$ cat config.mk
export PLATFORM = sky130hd
export DESIGN_NAME = escape_key_cursor_tracker
export DESIGN_NICKNAME = d
export VERILOG_FILES = /design/src/rtl/core/ekct_pkg.sv /design/src/rtl/core/ekct_front.sv /design/src/rtl/core/ekct_queue.sv /design/src/rtl/core/ekct_back.sv /design/src/rtl/core/escape_key_cursor_tracker.sv
export SDC_FILE = /design/constraint.sdc
export NUM_CORES = 1
export LEC_CHECK = 0
export ABC_AREA = 0
export BUFFER_PORTS_ARGS = -buffer_cell sky130_fd_sc_hd__buf_4
export CORE_UTILIZATION = 40
export CTS_CLUSTER_DIAMETER = 100
export DETAILED_ROUTE_END_ITERATION = 8
export GPL_TIMING_DRIVEN = 0
export SYNTH_ARGS = -nofsm -noshare
export SYNTH_HDL_FRONTEND = slang
export SYNTH_SLANG_ARGS = --single-unit
$ cat constraint.sdc
create_clock -name clk -period 6 [get_ports clk]
set_input_delay 0.9 -clock clk [delete_from_list [all_inputs] [get_ports clk]]
set_output_delay 0.9 -clock clk [all_outputs]
set_load 0.005 [all_outputs]
$ cat src/rtl/core/ekct_pkg.sv
// Shared types, key codes and escape-sequence decode tables for the
// escape key cursor tracker. No dependencies; every other file imports it.

package ekct_pkg;

	localparam int POS_WIDTH_DEF = 16;
	localparam int QUEUE_DEPTH   = 4;
	localparam int CFG_IDX_W     = 2;
	localparam int CFG_DATA_W    = 16;

	typedef logic [8:0] key_t;

	// Terminal bytes of interest
	localparam logic [7:0] CH_ESC       = 8'h1b;
	localparam logic [7:0] CH_LBRACKET  = 8'h5b;
	localparam logic [7:0] CH_SS3       = 8'h4f;
	localparam logic [7:0] CH_TILDE     = 8'h7e;
	localparam logic [7:0] CH_Q         = 8'h71;
	localparam logic [7:0] CTRL_MASK    = 8'h1f;
	localparam logic [7:0] CH_DIGIT_LO  = 8'h30;
	localparam logic [7:0] CH_DIGIT_HI  = 8'h39;

	localparam key_t KEY_ESC   = {1'b0, CH_ESC};
	localparam key_t KEY_QUIT  = {1'b0, CH_Q & CTRL_MASK};
	localparam key_t KEY_LEFT  = 9'd256;
	localparam key_t KEY_RIGHT = 9'd257;
	localparam key_t KEY_UP    = 9'd258;
	localparam key_t KEY_DOWN  = 9'd259;
	localparam key_t KEY_DEL   = 9'd260;
	localparam key_t KEY_HOME  = 9'd261;
	localparam key_t KEY_END   = 9'd262;
	localparam key_t KEY_PGUP  = 9'd263;
	localparam key_t KEY_PGDN  = 9'd264;

	// Decoder phases
	localparam logic [1:0] PH_IDLE  = 2'd0;
	localparam logic [1:0] PH_ESC   = 2'd1;
	localparam logic [1:0] PH_SEQ0  = 2'd2;
	localparam logic [1:0] PH_DIGIT = 2'd3;

	// Configuration register indexes
	localparam logic [CFG_IDX_W-1:0] CFG_SCREEN_ROWS = 2'd0;
	localparam logic [CFG_IDX_W-1:0] CFG_SCREEN_COLS = 2'd1;
	localparam logic [CFG_IDX_W-1:0] CFG_FILE_ROWS   = 2'd2;

	typedef struct packed {
		logic       req_type;
		logic [7:0] in_byte;
	} in_item_t;

	typedef struct packed {
		key_t        key_code;
		logic        quit_request;
		logic [15:0] cursor_col;
		logic [15:0] cursor_row;
		logic [15:0] row_offset;
		logic [15:0] col_offset;
	} out_item_t;

	typedef struct packed {
		logic valid;
		key_t key;
	} key_xfer_t;

	typedef struct packed {
		logic                  valid;
		logic [CFG_IDX_W-1:0]  index;
		logic [CFG_DATA_W-1:0] data;
	} cfg_wr_t;

	function automatic key_t decode_pair(input logic [7:0] s0, input logic [7:0] s1);
		key_t k;
		k = KEY_ESC;
		if (s0 == CH_LBRACKET) begin
			unique case (s1)
				8'h41:   k = KEY_UP;
				8'h42:   k = KEY_DOWN;
				8'h43:   k = KEY_RIGHT;
				8'h44:   k = KEY_LEFT;
				8'h48:   k = KEY_HOME;
				8'h46:   k = KEY_END;
				default: k = KEY_ESC;
			endcase
		end else if (s0 == CH_SS3) begin
			if (s1 == 8'h48) k = KEY_HOME;
			else if (s1 == 8'h46) k = KEY_END;
		end
		return k;
	endfunction

	function automatic key_t decode_tilde(input logic [7:0] d);
		key_t k;
		unique case (d)
			8'h31, 8'h37: k = KEY_HOME;
			8'h33:        k = KEY_DEL;
			8'h34, 8'h38: k = KEY_END;
			8'h35:        k = KEY_PGUP;
			8'h36:        k = KEY_PGDN;
			default:      k = KEY_ESC;
		endcase
		return k;
	endfunction

endpackage

$ cat src/rtl/core/ekct_front.sv
// Front end: accepts terminal bytes and timeout ticks and runs the escape
// sequence state machine. Depends on ekct_pkg; feeds ekct_queue.

module ekct_front import ekct_pkg::*; (
	input  logic      clk,
	input  logic      arst_n,
	input  in_item_t  in,
	input  logic      push,
	input  logic      room,
	output logic      full,
	output key_xfer_t kx
);

	logic [1:0] phase_q, phase_nx;
	logic [7:0] first_q, first_nx;
	logic [7:0] pending_q, pending_nx;
	logic       accept;
	logic       is_digit;

	assign full     = !room;
	assign accept   = push && room;
	assign is_digit = (in.in_byte >= CH_DIGIT_LO) && (in.in_byte <= CH_DIGIT_HI);

	always_comb begin
		phase_nx   = phase_q;
		first_nx   = first_q;
		pending_nx = pending_q;
		kx.valid   = 1'b0;
		kx.key     = KEY_ESC;
		if (accept) begin
			if (in.req_type) begin
				// A timeout only matters in the middle of a sequence.
				if (phase_q != PH_IDLE) begin
					kx.valid = 1'b1;
					phase_nx = PH_IDLE;
				end
			end else begin
				unique case (phase_q)
					PH_IDLE: begin
						if (in.in_byte == CH_ESC) begin
							phase_nx = PH_ESC;
						end else begin
							kx.valid = 1'b1;
							kx.key   = {1'b0, in.in_byte};
						end
					end
					PH_ESC: begin
						first_nx = in.in_byte;
						phase_nx = PH_SEQ0;
					end
					PH_SEQ0: begin
						pending_nx = in.in_byte;
						if (first_q == CH_LBRACKET && is_digit) begin
							phase_nx = PH_DIGIT;
						end else begin
							phase_nx = PH_IDLE;
							kx.valid = 1'b1;
							kx.key   = decode_pair(first_q, in.in_byte);
						end
					end
					PH_DIGIT: begin
						phase_nx = PH_IDLE;
						kx.valid = 1'b1;
						kx.key   = (in.in_byte == CH_TILDE) ? decode_tilde(pending_q) : KEY_ESC;
					end
					default: phase_nx = PH_IDLE;
				endcase
			end
		end
	end

	always_ff @(posedge clk or negedge arst_n) begin
		if (!arst_n) begin
			phase_q   <= PH_IDLE;
			first_q   <= '0;
			pending_q <= '0;
		end else begin
			phase_q   <= phase_nx;
			first_q   <= first_nx;
			pending_q <= pending_nx;
		end
	end

endmodule

$ cat src/rtl/core/ekct_queue.sv
// Short key queue between the decoder front end and the cursor back end.
// Depends on ekct_pkg for the key transfer type and the queue depth.

module ekct_queue import ekct_pkg::*; (
	input  logic      clk,
	input  logic      arst_n,
	input  key_xfer_t kx,
	input  logic      pop,
	output key_t      head,
	output logic      empty,
	output logic      room
);

	localparam int PTR_W = $clog2(QUEUE_DEPTH);
	localparam int CNT_W = PTR_W + 1;
	localparam logic [PTR_W-1:0] LAST = PTR_W'(QUEUE_DEPTH - 1);
	localparam logic [CNT_W-1:0] FULL_CNT = CNT_W'(QUEUE_DEPTH);

	key_t             store_q [QUEUE_DEPTH];
	logic [PTR_W-1:0] wr_ptr_q, rd_ptr_q;
	logic [CNT_W-1:0] count_q;
	logic             do_wr, do_rd;

	assign empty = (count_q == '0);
	assign room  = (count_q != FULL_CNT);
	assign head  = store_q[rd_ptr_q];
	assign do_wr = kx.valid;
	assign do_rd = pop && !empty;

	always_ff @(posedge clk) begin
		if (do_wr) store_q[wr_ptr_q] <= kx.key;
	end

	always_ff @(posedge clk or negedge arst_n) begin
		if (!arst_n) begin
			wr_ptr_q <= '0;
			rd_ptr_q <= '0;
			count_q  <= '0;
		end else begin
			if (do_wr) wr_ptr_q <= (wr_ptr_q == LAST) ? '0 : wr_ptr_q + 1'b1;
			if (do_rd) rd_ptr_q <= (rd_ptr_q == LAST) ? '0 : rd_ptr_q + 1'b1;
			if (do_wr && !do_rd) count_q <= count_q + 1'b1;
			else if (do_rd && !do_wr) count_q <= count_q - 1'b1;
		end
	end

endmodule

$ cat src/rtl/core/ekct_back.sv
// Back end: configuration registers, cursor update stage and scroll/output
// stage. Depends on ekct_pkg; takes keys from ekct_queue.

module ekct_back import ekct_pkg::*; #(
	parameter int POS_WIDTH = POS_WIDTH_DEF
) (
	input  logic      clk,
	input  logic      arst_n,
	input  cfg_wr_t   cfg,
	input  logic      q_empty,
	input  key_t      q_key,
	output logic      q_pop,
	output out_item_t res,
	output logic      empty,
	input  logic      pop
);

	// Wide enough for the file row count and for a position plus a screen size.
	localparam int EW = (POS_WIDTH > 16 ? POS_WIDTH : 16) + 1;
	typedef logic [EW-1:0] ext_t;
	localparam ext_t POS_MAX = {{(EW - POS_WIDTH){1'b0}}, {POS_WIDTH{1'b1}}};
	localparam ext_t ONE     = ext_t'(1);

	logic [9:0]           screen_rows_q, screen_cols_q;
	logic [15:0]          file_rows_q;
	logic [POS_WIDTH-1:0] col_q, row_q, top_q, left_q;
	key_t                 key_s1;
	logic                 valid_s1;
	out_item_t            out_q;
	logic                 out_valid_q;

	ext_t sr, sc, fr_raw, fr, row_e, col_e, top_e, left_e;
	ext_t row_nx, col_nx, row_sum, end_col;
	ext_t top1, top2, left1, left2;
	logic adv;

	assign adv   = !out_valid_q || pop;
	assign q_pop = adv && !q_empty;
	assign empty = !out_valid_q;
	assign res   = out_q;

	always_comb begin
		sr      = ext_t'((screen_rows_q == '0) ? 10'd1 : screen_rows_q);
		sc      = ext_t'((screen_cols_q == '0) ? 10'd1 : screen_cols_q);
		fr_raw  = ext_t'(file_rows_q);
		fr      = (fr_raw > POS_MAX) ? POS_MAX : fr_raw;
		row_e   = ext_t'(row_q);
		col_e   = ext_t'(col_q);
		top_e   = ext_t'(top_q);
		left_e  = ext_t'(left_q);
		row_sum = row_e + sr;
		end_col = ((sc - ONE) > POS_MAX) ? POS_MAX : (sc - ONE);

		row_nx = row_e;
		col_nx = col_e;
		unique case (q_key)
			KEY_LEFT:  if (col_e != '0) col_nx = col_e - ONE;
			KEY_RIGHT: if (col_e < POS_MAX) col_nx = col_e + ONE;
			KEY_UP:    if (row_e != '0) row_nx = row_e - ONE;
			KEY_DOWN:  if (row_e < fr) row_nx = row_e + ONE;
			KEY_PGUP:  row_nx = (row_e >= sr) ? row_e - sr : '0;
			KEY_PGDN:  if (row_e < fr) row_nx = (row_sum > fr) ? fr : row_sum;
			KEY_HOME:  col_nx = '0;
			KEY_END:   col_nx = end_col;
			default:   ;
		endcase

		// Scrolling works on the position left by the key in stage one.
		top1  = (row_e < top_e) ? row_e : top_e;
		top2  = (row_e >= top1 + sr) ? row_e - sr + ONE : top1;
		left1 = (col_e < left_e) ? col_e : left_e;
		left2 = (col_e >= left1 + sc) ? col_e - sc + ONE : left1;
	end

	always_ff @(posedge clk or negedge arst_n) begin
		if (!arst_n) begin
			screen_rows_q <= 10'd24;
			screen_cols_q <= 10'd80;
			file_rows_q   <= '0;
			col_q         <= '0;
			row_q         <= '0;
			top_q         <= '0;
			left_q        <= '0;
			valid_s1      <= 1'b0;
			out_valid_q   <= 1'b0;
		end else begin
			if (cfg.valid) begin
				unique case (cfg.index)
					CFG_SCREEN_ROWS: screen_rows_q <= cfg.data[9:0];
					CFG_SCREEN_COLS: screen_cols_q <= cfg.data[9:0];
					CFG_FILE_ROWS:   file_rows_q   <= cfg.data;
					default:         ;
				endcase
			end
			if (adv) begin
				valid_s1    <= !q_empty;
				out_valid_q <= valid_s1;
				if (!q_empty) begin
					row_q <= row_nx[POS_WIDTH-1:0];
					col_q <= col_nx[POS_WIDTH-1:0];
				end
				if (valid_s1) begin
					top_q  <= top2[POS_WIDTH-1:0];
					left_q <= left2[POS_WIDTH-1:0];
				end
			end
		end
	end

	always_ff @(posedge clk) begin
		if (q_pop) key_s1 <= q_key;
		if (adv && valid_s1) begin
			out_q.key_code     <= key_s1;
			out_q.quit_request <= (key_s1 == KEY_QUIT);
			out_q.cursor_col   <= col_e[15:0];
			out_q.cursor_row   <= row_e[15:0];
			out_q.row_offset   <= top2[15:0];
			out_q.col_offset   <= left2[15:0];
		end
	end

endmodule

$ cat src/rtl/core/escape_key_cursor_tracker.sv
// Top level of the escape key cursor tracker: decoder front end, key queue
// and cursor back end. Depends on ekct_pkg, ekct_front, ekct_queue, ekct_back.
//
//   channel   handshake            payload
//   input     push / full          in  (req_type, in_byte)
//   result    empty / pop          res (key, quit flag, cursor, offsets)
//   config    cfg_valid/cfg_ready  cfg_index, cfg_data
//
// One item is taken per cycle while full is low; a key reaches the result
// ports through the queue, the cursor stage and the scroll stage.
// Reset clears the decoder, the queue and the cursor state at once; no
// clearing pass is needed. When results are not taken the back end holds,
// the four-entry queue fills and full rises. Configuration is always ready.

module escape_key_cursor_tracker import ekct_pkg::*; #(
	parameter int POS_WIDTH = POS_WIDTH_DEF
) (
	input  logic                  clk,
	input  logic                  arst_n,
	input  in_item_t              in,
	input  logic                  push,
	output logic                  full,
	output out_item_t             res,
	output logic                  empty,
	input  logic                  pop,
	input  logic                  cfg_valid,
	output logic                  cfg_ready,
	input  logic [CFG_IDX_W-1:0]  cfg_index,
	input  logic [CFG_DATA_W-1:0] cfg_data
);

	key_xfer_t kx;
	key_t      q_key;
	logic      q_empty, q_room, q_pop;
	cfg_wr_t   cfg;

	assign cfg_ready = 1'b1;
	assign cfg.valid = cfg_valid;
	assign cfg.index = cfg_index;
	assign cfg.data  = cfg_data;

	ekct_front u_front (
		.clk    (clk),
		.arst_n (arst_n),
		.in     (in),
		.push   (push),
		.room   (q_room),
		.full   (full),
		.kx     (kx)
	);

	ekct_queue u_queue (
		.clk    (clk),
		.arst_n (arst_n),
		.kx     (kx),
		.pop    (q_pop),
		.head   (q_key),
		.empty  (q_empty),
		.room   (q_room)
	);

	ekct_back #(
		.POS_WIDTH (POS_WIDTH)
	) u_back (
		.clk     (clk),
		.arst_n  (arst_n),
		.cfg     (cfg),
		.q_empty (q_empty),
		.q_key   (q_key),
		.q_pop   (q_pop),
		.res     (res),
		.empty   (empty),
		.pop     (pop)
	);

endmodule

==> After elaboration in Yosys (flattened, before gate mapping) <==
Memory sizes are Yosys's and may differ from the RTL's.
Index checks and enable logic that the tools add are counted.
{ "word_totals": {"regBits": 210, "latchBits": 0, "ram_bits": 36, "romBits": 0, "input_bits": 32, "word_cells": 170, "mem_count": 1} }
{ "op_classes": {"add_sub_neg": 16, "multipliers": 0, "n_div": 0, "n_lt_le_gt_ge": 11, "eq_ne": 41, "shifts": 0, "n_mux": 41, "bitwise": 2, "n_reduce_logical": 36} }
{ "memory_table": {"columns": ["name", "depth", "word_bits", "rd", "rd_ports_with_merged_regs", "write_ports", "line", "rtl"], "rows": [
  ["u_queue.store_q", 4, 9, 1, 0, 1, "ekct_queue.sv:19", "key_t store_q [QUEUE_DEPTH];"]
]} }
{ "ops": {"columns": ["op", "count"], "rows": [
  ["two-way mux 16 bit", 12],
  ["case mux 16 bit (4 select lines)", 2],
  ["equality test 8 x 7 -> 1 bit, second input constant", 9],
  ["equality test 9 bit, second input constant", 8],
  ["adder 16 x 1 -> 16 bit, second input constant", 4],
  ["equality test 8 x 6 -> 1 bit, second input constant", 7],
  ["two-way mux 9 bit", 6],
  ["case mux 9 bit (6 select lines)", 1],
  ["greater-or-equal comparator 16 x 17 -> 1 bit", 3],
  ["two-way mux 10 bit", 5],
  ["less-than comparator 16 bit", 3],
  ["case mux 9 bit (5 select lines)", 1],
  ["adder 17 bit", 2],
  ["nonzero test 16 bit", 2],
  ["subtractor 16 x 1 -> 16 bit, second input constant", 2],
  ["subtractor 16 bit", 2],
  ["case mux 10 bit (3 select lines)", 1],
  ["zero test 10 bit", 2],
  ["adder 16 x 10 -> 17 bit", 1],
  ["> comparator 17 x 16 -> 1 bit", 1],
  ["> comparator 17 x 16 -> 1 bit, second input constant", 1],
  ["less-than comparator 16 bit, second input constant", 1],
  ["two-way mux 2 bit", 6],
  ["!= test 2 x 1 -> 1 bit, second input constant", 6],
  ["28 further kinds", 59]
]} }

==> Depth between registers and ports, before layout <==
Gate-level depths: netlist of run 1.
{ "depth": {"ltp_word": 13, "ltp_mapped": 33, "depth_no_buf": 29} }

==> Hierarchy <==
A second synthesis of run 1 with hierarchy kept.
{ "hier_totals": {"cells_unflattened": 1826, "hier_area_um2": 18232.5} }
{ "modules_own_cells": {"columns": ["module", "n_inst", "cells_each", "area_each_um2", "seq_area_each_um2"], "rows": [
  ["ekct_back", 1, 1605, 15215.8, 5049.8],
  ["ekct_queue", 1, 85, 1730.4, 1256.2],
  ["ekct_front", 1, 134, 1275.0, 450.4],
  ["escape_key_cursor_tracker", 1, 2, 11.3, 0.0]
]} }

==> Least setup slack after synthesis of run 1 <==
OpenSTA, ideal clock, no wires.
{ "synth_timing": {"path_kind": "reg-to-reg", "startpoint": "reg u_back.col_q[6]", "endpoint": "reg u_back.left_q[2]", "setup_time_ns": 0.125, "t_arrival_ns": 6.095, "required_ns": 5.875, "setup_slack_ns": -0.220, "stages_incl_launch_ff": 29, "path_buffers": 2, "path_cell_list": "dfrtp_1 -> ha_1 -> a2111oi_0 -> o21ai_0 -> o22a_2 -> nor2_4 -> clkbuf_1 -> nand2_1 -> o21ai_1 -> ha_1 -> a21o_1 -> a21oi_1 -> nor2b_1 -> o21a_1 -> o41ai_1 -> o2111ai_1 -> nand2_1 -> xnor2_1 -> a22oi_1 -> ha_1 -> a211oi_1 -> nand2_1 -> nor4_1 -> o21ai_0 -> a211oi_1 -> a41o_1 -> buf_2 -> mux2_4 -> mux2_2"} }
{ "synth_between": {"elab_chain_cells": 5} }
{ "synth_lines": {"columns": ["item", "line", "rtl"], "rows": [
  ["start: declaration", "ekct_back.sv:26", "logic [POS_WIDTH-1:0] col_q, row_q, top_q, left_q;"],
  ["start signal: assignment", "ekct_back.sv:100", "col_q <= col_nx[POS_WIDTH-1:0];"],
  ["less-than comparator 16 bit", "ekct_back.sv:71", "left1 = (col_e < left_e) ? col_e : left_e;"],
  ["two-way mux 16 bit", "ekct_back.sv:71", null],
  ["adder 17 bit", "ekct_back.sv:72", "left2 = (col_e >= left1 + sc) ? col_e - sc + ONE : left1;"],
  ["greater-or-equal comparator 16 x 17 -> 1 bit", "ekct_back.sv:72", null],
  ["two-way mux 16 bit (*)", "ekct_back.sv:72", null],
  ["via u_back.left2[2]", "ekct_back.sv:34", "ext_t top1, top2, left1, left2;"],
  ["end signal: assignment", "ekct_back.sv:104", "left_q <= left2[POS_WIDTH-1:0];"],
  ["end: declaration", "ekct_back.sv:26", null]
]} }
Mark *: on every way through the listed nets, which the timed path passes. The rest lies on a longest branch.
A chain may end at the register's enable or synchronous reset.

==> Worst setup path in the final report of run 1 <==
{ "layout_timing": {"startpoint": "reg u_back.col_q[4]", "endpoint": "reg u_back.left_q[9]"} }
Same word-level chain as after synthesis.

==> results.toml, run 1 <==
[synthesis]
synth_edf_count = 119
yosysUniqueCellTypes = 95
synthMuxAreaShare_pct = 8.332
yosys.area.top_type = "edfxtp_1"
synth_most_common_cell = "ha_1"
synth_seq_area_share_pct = 37.28
syn_area_per_cell_sq_um = 9.813
yosys_warnings = 0
synth_xor_xnor_area_share_pct = 5.557
yosys.area_share.simple_pct = 14.03
synth_area_leaders = "edfxtp_1, dfrtp_1, ha_1"
async_flop_share_pct = 51.63
synth_compound_area_share_pct = 15.73
synth_top_family_by_area = "compound AO/OA/AOI/OAI gates"
synth-adder-area-share_pct = 14.62
synth_commonest_cells = "ha_1, nand2_1, dfrtp_1, nor2_1, inv_1"
synth_fp_nets = 2086
ys.flop_type = "dfrtp_1"
synth-seq-cells = 246
synth_top_area_share_pct = 19.72
synthCells = 1847
netlist_area_sq_mm = 0.01812

[grt]
use_met1_pct = 31.55
gr-usage-met2_pct = 34.76
antenna_found_initial = 1
grt_pass1_vias = 14470
top_usage_layer = "met2"
grt_pass1_wl_mm = 82.18
track_usage_pct = 22.50
grt_overflow = 0
grt_max_degree = 80
met3_usage_pct = 4.317

[finish]
stdcell_area_sq_mm = 0.02202
fin_cells = 2686
fin_nets = 2309
fillCellCount = 4043
regArea_sq_mm = 0.006798
multi_input_area_sq_mm = 0.01109
drive_gt1_share_pct = 23.45
insertedDiodeCount = 0
area_delta_synth_final_pct = 21.47
utilization_pct = 49.57

[clock_network]
cts_tree = "done"
clockRootBuffer = "clkbuf_16"
clkSinkCount = 246
cts_buffers = 30
htreeDepth = 1
clk_latency_ps = 600
clockBufferDepth = 3
clkSlewWorstSetupHoldPaths_ps = 60

[worst_hold_path]
worstHoldPathType = "in -> async"

[floorplanning]
coreArea_sq_mm = 0.04441
dieArea_sq_mm = 0.04617
die_x_microns = 214.9
die_h_microns = 214.9
initial_utilization_pct = 40.81
rows = 77
io_pins = 109

[setup_path]
crit_required_ps = 6480
reg2reg_from = "u_back.col_q[4]"
crit_arrival_ps = 6410
reg2reg_depth = 27
rrSetupSlack_ps = 80
cp-start-kind = "register"
r2r-end = "u_back.left_q[9]"
cp_max_fo = 9
endpoint_kind = "register"
crit_type = "reg -> reg"

[timing]
slew_violations = 0
rsz0062_at_grt = "true"
hold_viol_final = 0
whs_ps = 232.6
slew_headroom_pct = 22.48
max_freq_mhz = 168.8
worst_pin_slew_ps = 1160
finalClockSkew_ps = 13.59
finalCritPeriodShare_pct = 98.72
fin_crit_ps = 5923
fin_ws_ps = 76.89
setup_viol = 0
tns_ps = 0

[place]
place_inst = 2547
dpl_worst_slack_ps = -1551
io_buffers = 106
place.gp.congestion = 0.9156
placed_area_sq_mm = 0.01974
place_hpwl_mm = 39.20

[detailed_routing]
wl_mm = 53.32
firstDrtPassIters = 5
ant_nets = 0
wire_per_inst_microns = 19.85
route.detailed.drc = 0
via_per_inst = 5.596
num_vias = 15030
drt_iter0_markers = 1260

[status]
status = "finished, final reports clean"

[power]
power.total_mw = 15.61
leakagePower_nw = 9.246
vdd_ir_drop_max_v = 0.0004082
p_per_area_mw_per_mm2 = 709.0

[job]
max_cap_viol_count = 0
report_power, final:
part	switching, mW	leakage [nW]	internal [mW]
clock	0.776	0.484	1.10
combinational	5.70	6.11	5.05
sequential	0.424	2.65	2.57
total	6.90	9.25	8.71
cell usage in the layout (no fill, tap or decap), drive strengths merged, types with 25 or more instances in the layout:
master,instances
nor3,36
nand3,40
clkbuf,99
mux2i,29
xnor2,71
o21ai,126
edfxtp,119
nand2,142
buf,213
inv,125
xor2,44
nor2,127
mux2,89
a21oi,99
ha,199
nand4,29
dfrtp,123
nor2b,25
critical path: stages, from the launching register on:
cell and delay, ps:
dfrtp_2 510, ha_1 330, a21oi_1 170, o21ai_1 80, o22a_2 240, nor2_4 230, mux2_4 360, ha_4 170
inv_2 50, fa_2 220, nor2b_1 60, o21ai_1 130, nand2b_1 110, a311oi_2 350, a21oi_2 120, a31o_4 260
buf_6 120, xor2_1 150, ha_1 320, a22o_1 260, nor4_2 210, o21ai_1 130, a211oi_2 240, buf_4 170
a41oi_4 40, buf_6 200, mux2_4 320, mux2_4 260
per-layer routing:
layer	vias to the layer above	routed length, microns
met1	7311	24870
met5	-	14
li1	7242	-
met4	2	1476
met3	86	3193
met2	390	23760
what timing repair did:
item                                   4_1_cts  5_1_grt
setup buffers                               43       42
setup endpoints to repair                   73       77
hold buffers                                 0        0
resized for setup                          107       61
gates cloned                                 1        0
endpoints found under the hold margin        0        0
pin swaps                                   39       42
registers in the layout, indices dropped and copies added (netlist names):
register and flops:
u_queue.wr_ptr_q 2, u_queue.rd_ptr_q 2, u_back.key_s1 9, u_back.top_q 16, u_back.res 74, u_back.screen_rows_q 10, u_back.col_q 16, u_queue.count_q 3
u_queue.store_q 36, u_back.screen_cols_q 10, u_back.file_rows_q 16, u_back.valid_s1 1, u_back.left_q 16, u_front.pending_q 8, u_front.phase_q 2, u_back.out_valid_q 1
u_back.row_q 16, u_front.first_q 8
area by class of cell:
class	instances	area share (%)
Sequential cell	246	30.88
Tap cell	592	3.364
Timing Repair Buffer	193	6.894
Multi-Input combinational cell	1398	50.35
Inverter	122	2.080
Clock buffer	40	3.722
Buffer	79	1.847
Clock inverter	16	0.8638
cell families after synthesis:
kind of cell	count (synthesis)
and+or+nand+nor	511
other	1
buffers and inverters	203
AOI/OAI and AO/OA	437
muxes	127
xor gates and xnor gates	115
adders and majority gates	207
DFF	246
worst max path at each step:
stage / from / endpoint / slack, ps / cells past startpoint
2_1_floorplan: u_back.col_q[6] / u_back.left_q[2] / 20 / 28
3_3_place_gp: u_back.row_q[10] / u_back.top_q[9] / -1520 / 29
3_5_place_dp: u_back.col_q[6] / u_back.left_q[2] / -1550 / 28
4_1_cts: u_back.row_q[10] / u_back.top_q[1] / -10 / 29
5_1_grt: u_back.left_q[1] / u_back.left_q[8] / -170 / 28
6_report: u_back.col_q[4] / u_back.left_q[9] / 80 / 27
(Power assumes the default switching activity.)
==> run 2, diff against run 1 <==
--- a/config.mk
+++ b/config.mk
@@ -13,4 +13,5 @@
 export GPL_TIMING_DRIVEN = 0
 export SYNTH_ARGS = -nofsm -noshare
 export SYNTH_HDL_FRONTEND = slang
+export SYNTH_HIERARCHICAL = 1
 export SYNTH_SLANG_ARGS = --single-unit
==> run 2 against run 1 <==
Final area shrank 0.66%. Core utilization shrank 0.54 points. Non-clock buffer count shrank 17. Sequential share of layout area grew 0.22 points. Final cell count shrank 1.3%. Wire length grew 0.81%. Setup slack is essentially flat. Die area grew 0.59%. Critical path type unchanged. Critical path depth shrank 1. Register-to-register slack is essentially flat. Global-route usage grew 0.11 points.
==> results.toml, run 2 <==
[floorplanning]
initial_utilization_pct = 40.87
die_x_microns = 215.5
dieArea_sq_mm = 0.04644
rows = 77
die_h_microns = 215.5
io_pins = 109
coreArea_sq_mm = 0.04461

[detailed_routing]
num_vias = 15010
drt_iter0_markers = 1176
wl_mm = 53.75
route.detailed.drc = 0
via_per_inst = 5.661
wire_per_inst_microns = 20.27
ant_nets = 0
firstDrtPassIters = 5

[timing]
whs_ps = 269.3
slew_violations = 0
hold_viol_final = 0
finalCritPeriodShare_pct = 98.71
max_freq_mhz = 168.8
setup_viol = 0
slew_headroom_pct = 13.67
rsz0062_at_grt = "true"
finalClockSkew_ps = 26.77
fin_crit_ps = 5923
worst_pin_slew_ps = 1290

[clock_network]
cts_buffers = 30
clk_latency_ps = 600
cts_tree = "done"
cts_hold_buf = 0
htreeDepth = 1
clockRootBuffer = "clkbuf_16"
clockBufferDepth = 3
clkSlewWorstSetupHoldPaths_ps = 60
clkSinkCount = 246

[synthesis]
synth_edf_count = 119
netlist_area_sq_mm = 0.01823
synth_area_leaders = "edfxtp_1, dfrtp_1, ha_1"
synthCells = 1826
yosysUniqueCellTypes = 96
synth_fp_nets = 2065
yosys.area.top_type = "edfxtp_1"
async_flop_share_pct = 51.63
synth_top_area_share_pct = 19.60
syn_area_per_cell_sq_um = 9.985
synth-seq-cells = 246
synth_most_common_cell = "ha_1"
synth_commonest_cells = "ha_1, dfrtp_1, inv_1, nand2_1, edfxtp_1"
synth_seq_area_share_pct = 37.06
yosys_warnings = 6
ys.flop_type = "dfrtp_1"

[worst_hold_path]
worstHoldPathType = "in -> async"

[finish]
final_common_cell = "ha_1"
fin_nets = 2274
insertedDiodeCount = 0
area_delta_synth_final_pct = 19.95
drive_gt1_share_pct = 24.19
regArea_sq_mm = 0.006800
largest_reg_flops = 74
final_cell_mix = "ha_1, buf_4, nand2_1, edfxtp_1, inv_1"
multi_input_area_sq_mm = 0.01114
fillCellCount = 4111

[job]
max_cap_viol_count = 0

[setup_path]
crit_path_start = "u_back/col_q[8]"
reg2reg_depth = 26
crit_type = "reg -> reg"
cp-endpoint = "u_back/left_q[9]"
endpoint_kind = "register"
cp_max_fo = 7
cp-start-kind = "register"
rrSetupSlack_ps = 80
crit_required_ps = 6460
reg2reg_from = "u_back/col_q[8]"
crit_arrival_ps = 6380
r2r-end = "u_back/left_q[9]"

[grt]
antenna_found_initial = 1
track_usage_pct = 22.61
grt_max_degree = 82
grt_pass1_vias = 14650
grt_pass1_wl_mm = 82.44
grt_overflow = 0

[place]
place.gp.congestion = 0.9106
io_buffers = 107
place_hpwl_mm = 39.03

[status]
status = "finished, final reports clean"
-- run 2: stage by stage --
stage / instances / setup WS [ps] / setup TNS (ps) / util (%) / area, sq um
2_1_floorplan: 1826 / 152.6 / 0 / - / 18230
3_3_place_gp: 2525 / -1638 / -82870 / 44.34 / 19780
3_5_place_dp: 2527 / -1606 / -83430 / 44.46 / 19830
4_1_cts: 2608 / 8.396 / 0 / 47.50 / 21190
5_1_grt: 2651 / -94.28 / -1326 / 49.03 / 21870
6_report: 2651 / 77.33 / 0 / 49.03 / 21870
-- run 2: worst max-delay path: stages, from the launching register on --
cell       delay (ps)
dfrtp_2           480
ha_2              240
a2111oi_4         430
buf_4             180
a31o_2            180
buf_4             170
nand3_1           100
o21ai_2           120
ha_4              240
nor2b_2           150
o21ai_2           160
a21o_1            200
a31oi_4           110
a311o_2           470
nand4_1           140
a21oi_2            50
xnor2_1           140
mux2_2            270
ha_1              310
nand4_1           100
nor4_1            190
a211o_1           150
a31oi_2            50
a211oi_4          360
buf_6             200
mux2_4            330
mux2_2            260
-- run 2: cells by family after synthesis --
kind of cell | Yosys count | share of synthesized area (%)
AO/OA/AOI/OAI | 425 | 15.31
XOR/XNOR | 120 | 5.764
adder cells (fa/ha/maj) | 207 | 14.53
buffers and inverters | 202 | 4.495
flip-flops | 246 | 37.06
multiplexers | 138 | 9.072
other | 1 | 0.02057
AND/OR/NAND/NOR | 487 | 13.75
-- run 2: worst min-delay path by stage --
stage	startpoint	end
finish	arst_n	u_back/left_q[15]
global route	arst_n	u_queue/rd_ptr_q[1]
CTS	arst_n	u_queue/rd_ptr_q[1]
detailed placement	u_back/key_s1[3]	u_back/res[68]
global placement	u_back/key_s1[1]	u_back/res[66]
floorplan	u_back/key_s1[0]	u_back/res[65]
-- run 2: cell type report --
cell class | instances | area share (%)
repair buffers | 179 | 6.368
inverters | 124 | 2.140
clock inverters | 17 | 0.6350
flip-flops and latches | 246 | 31.09
plain buffers | 76 | 1.728
well taps | 592 | 3.387
clock buffers | 39 | 3.730
multi-input cells | 1378 | 50.92
-- run 2: repair_timing --
action / CTS / global route
buffers inserted: 26 / 43
pin swaps: 11 / 36
endpoints found under the setup margin: 64 / 66
gates cloned: 1 / 0
gates resized for setup: 73 / 83
-- run 2: routing by layer --
| layer | global-route usage, % | vias up | part of all wire, % |
|---|---|---|---|
| li1 | - | 7140 | - |
| met4 | 7.400 | 2 | 2.7 |
| met2 | 35.90 | 447 | 46 |
| met3 | 4.271 | 81 | 6.9 |
| met1 | 30.90 | 7338 | 45 |
| met5 | 0 | - | 0.030 |
Power of run 2 is not shown: default switching activity piles up to over one toggle a cycle in this logic, so the estimate is an artifact.
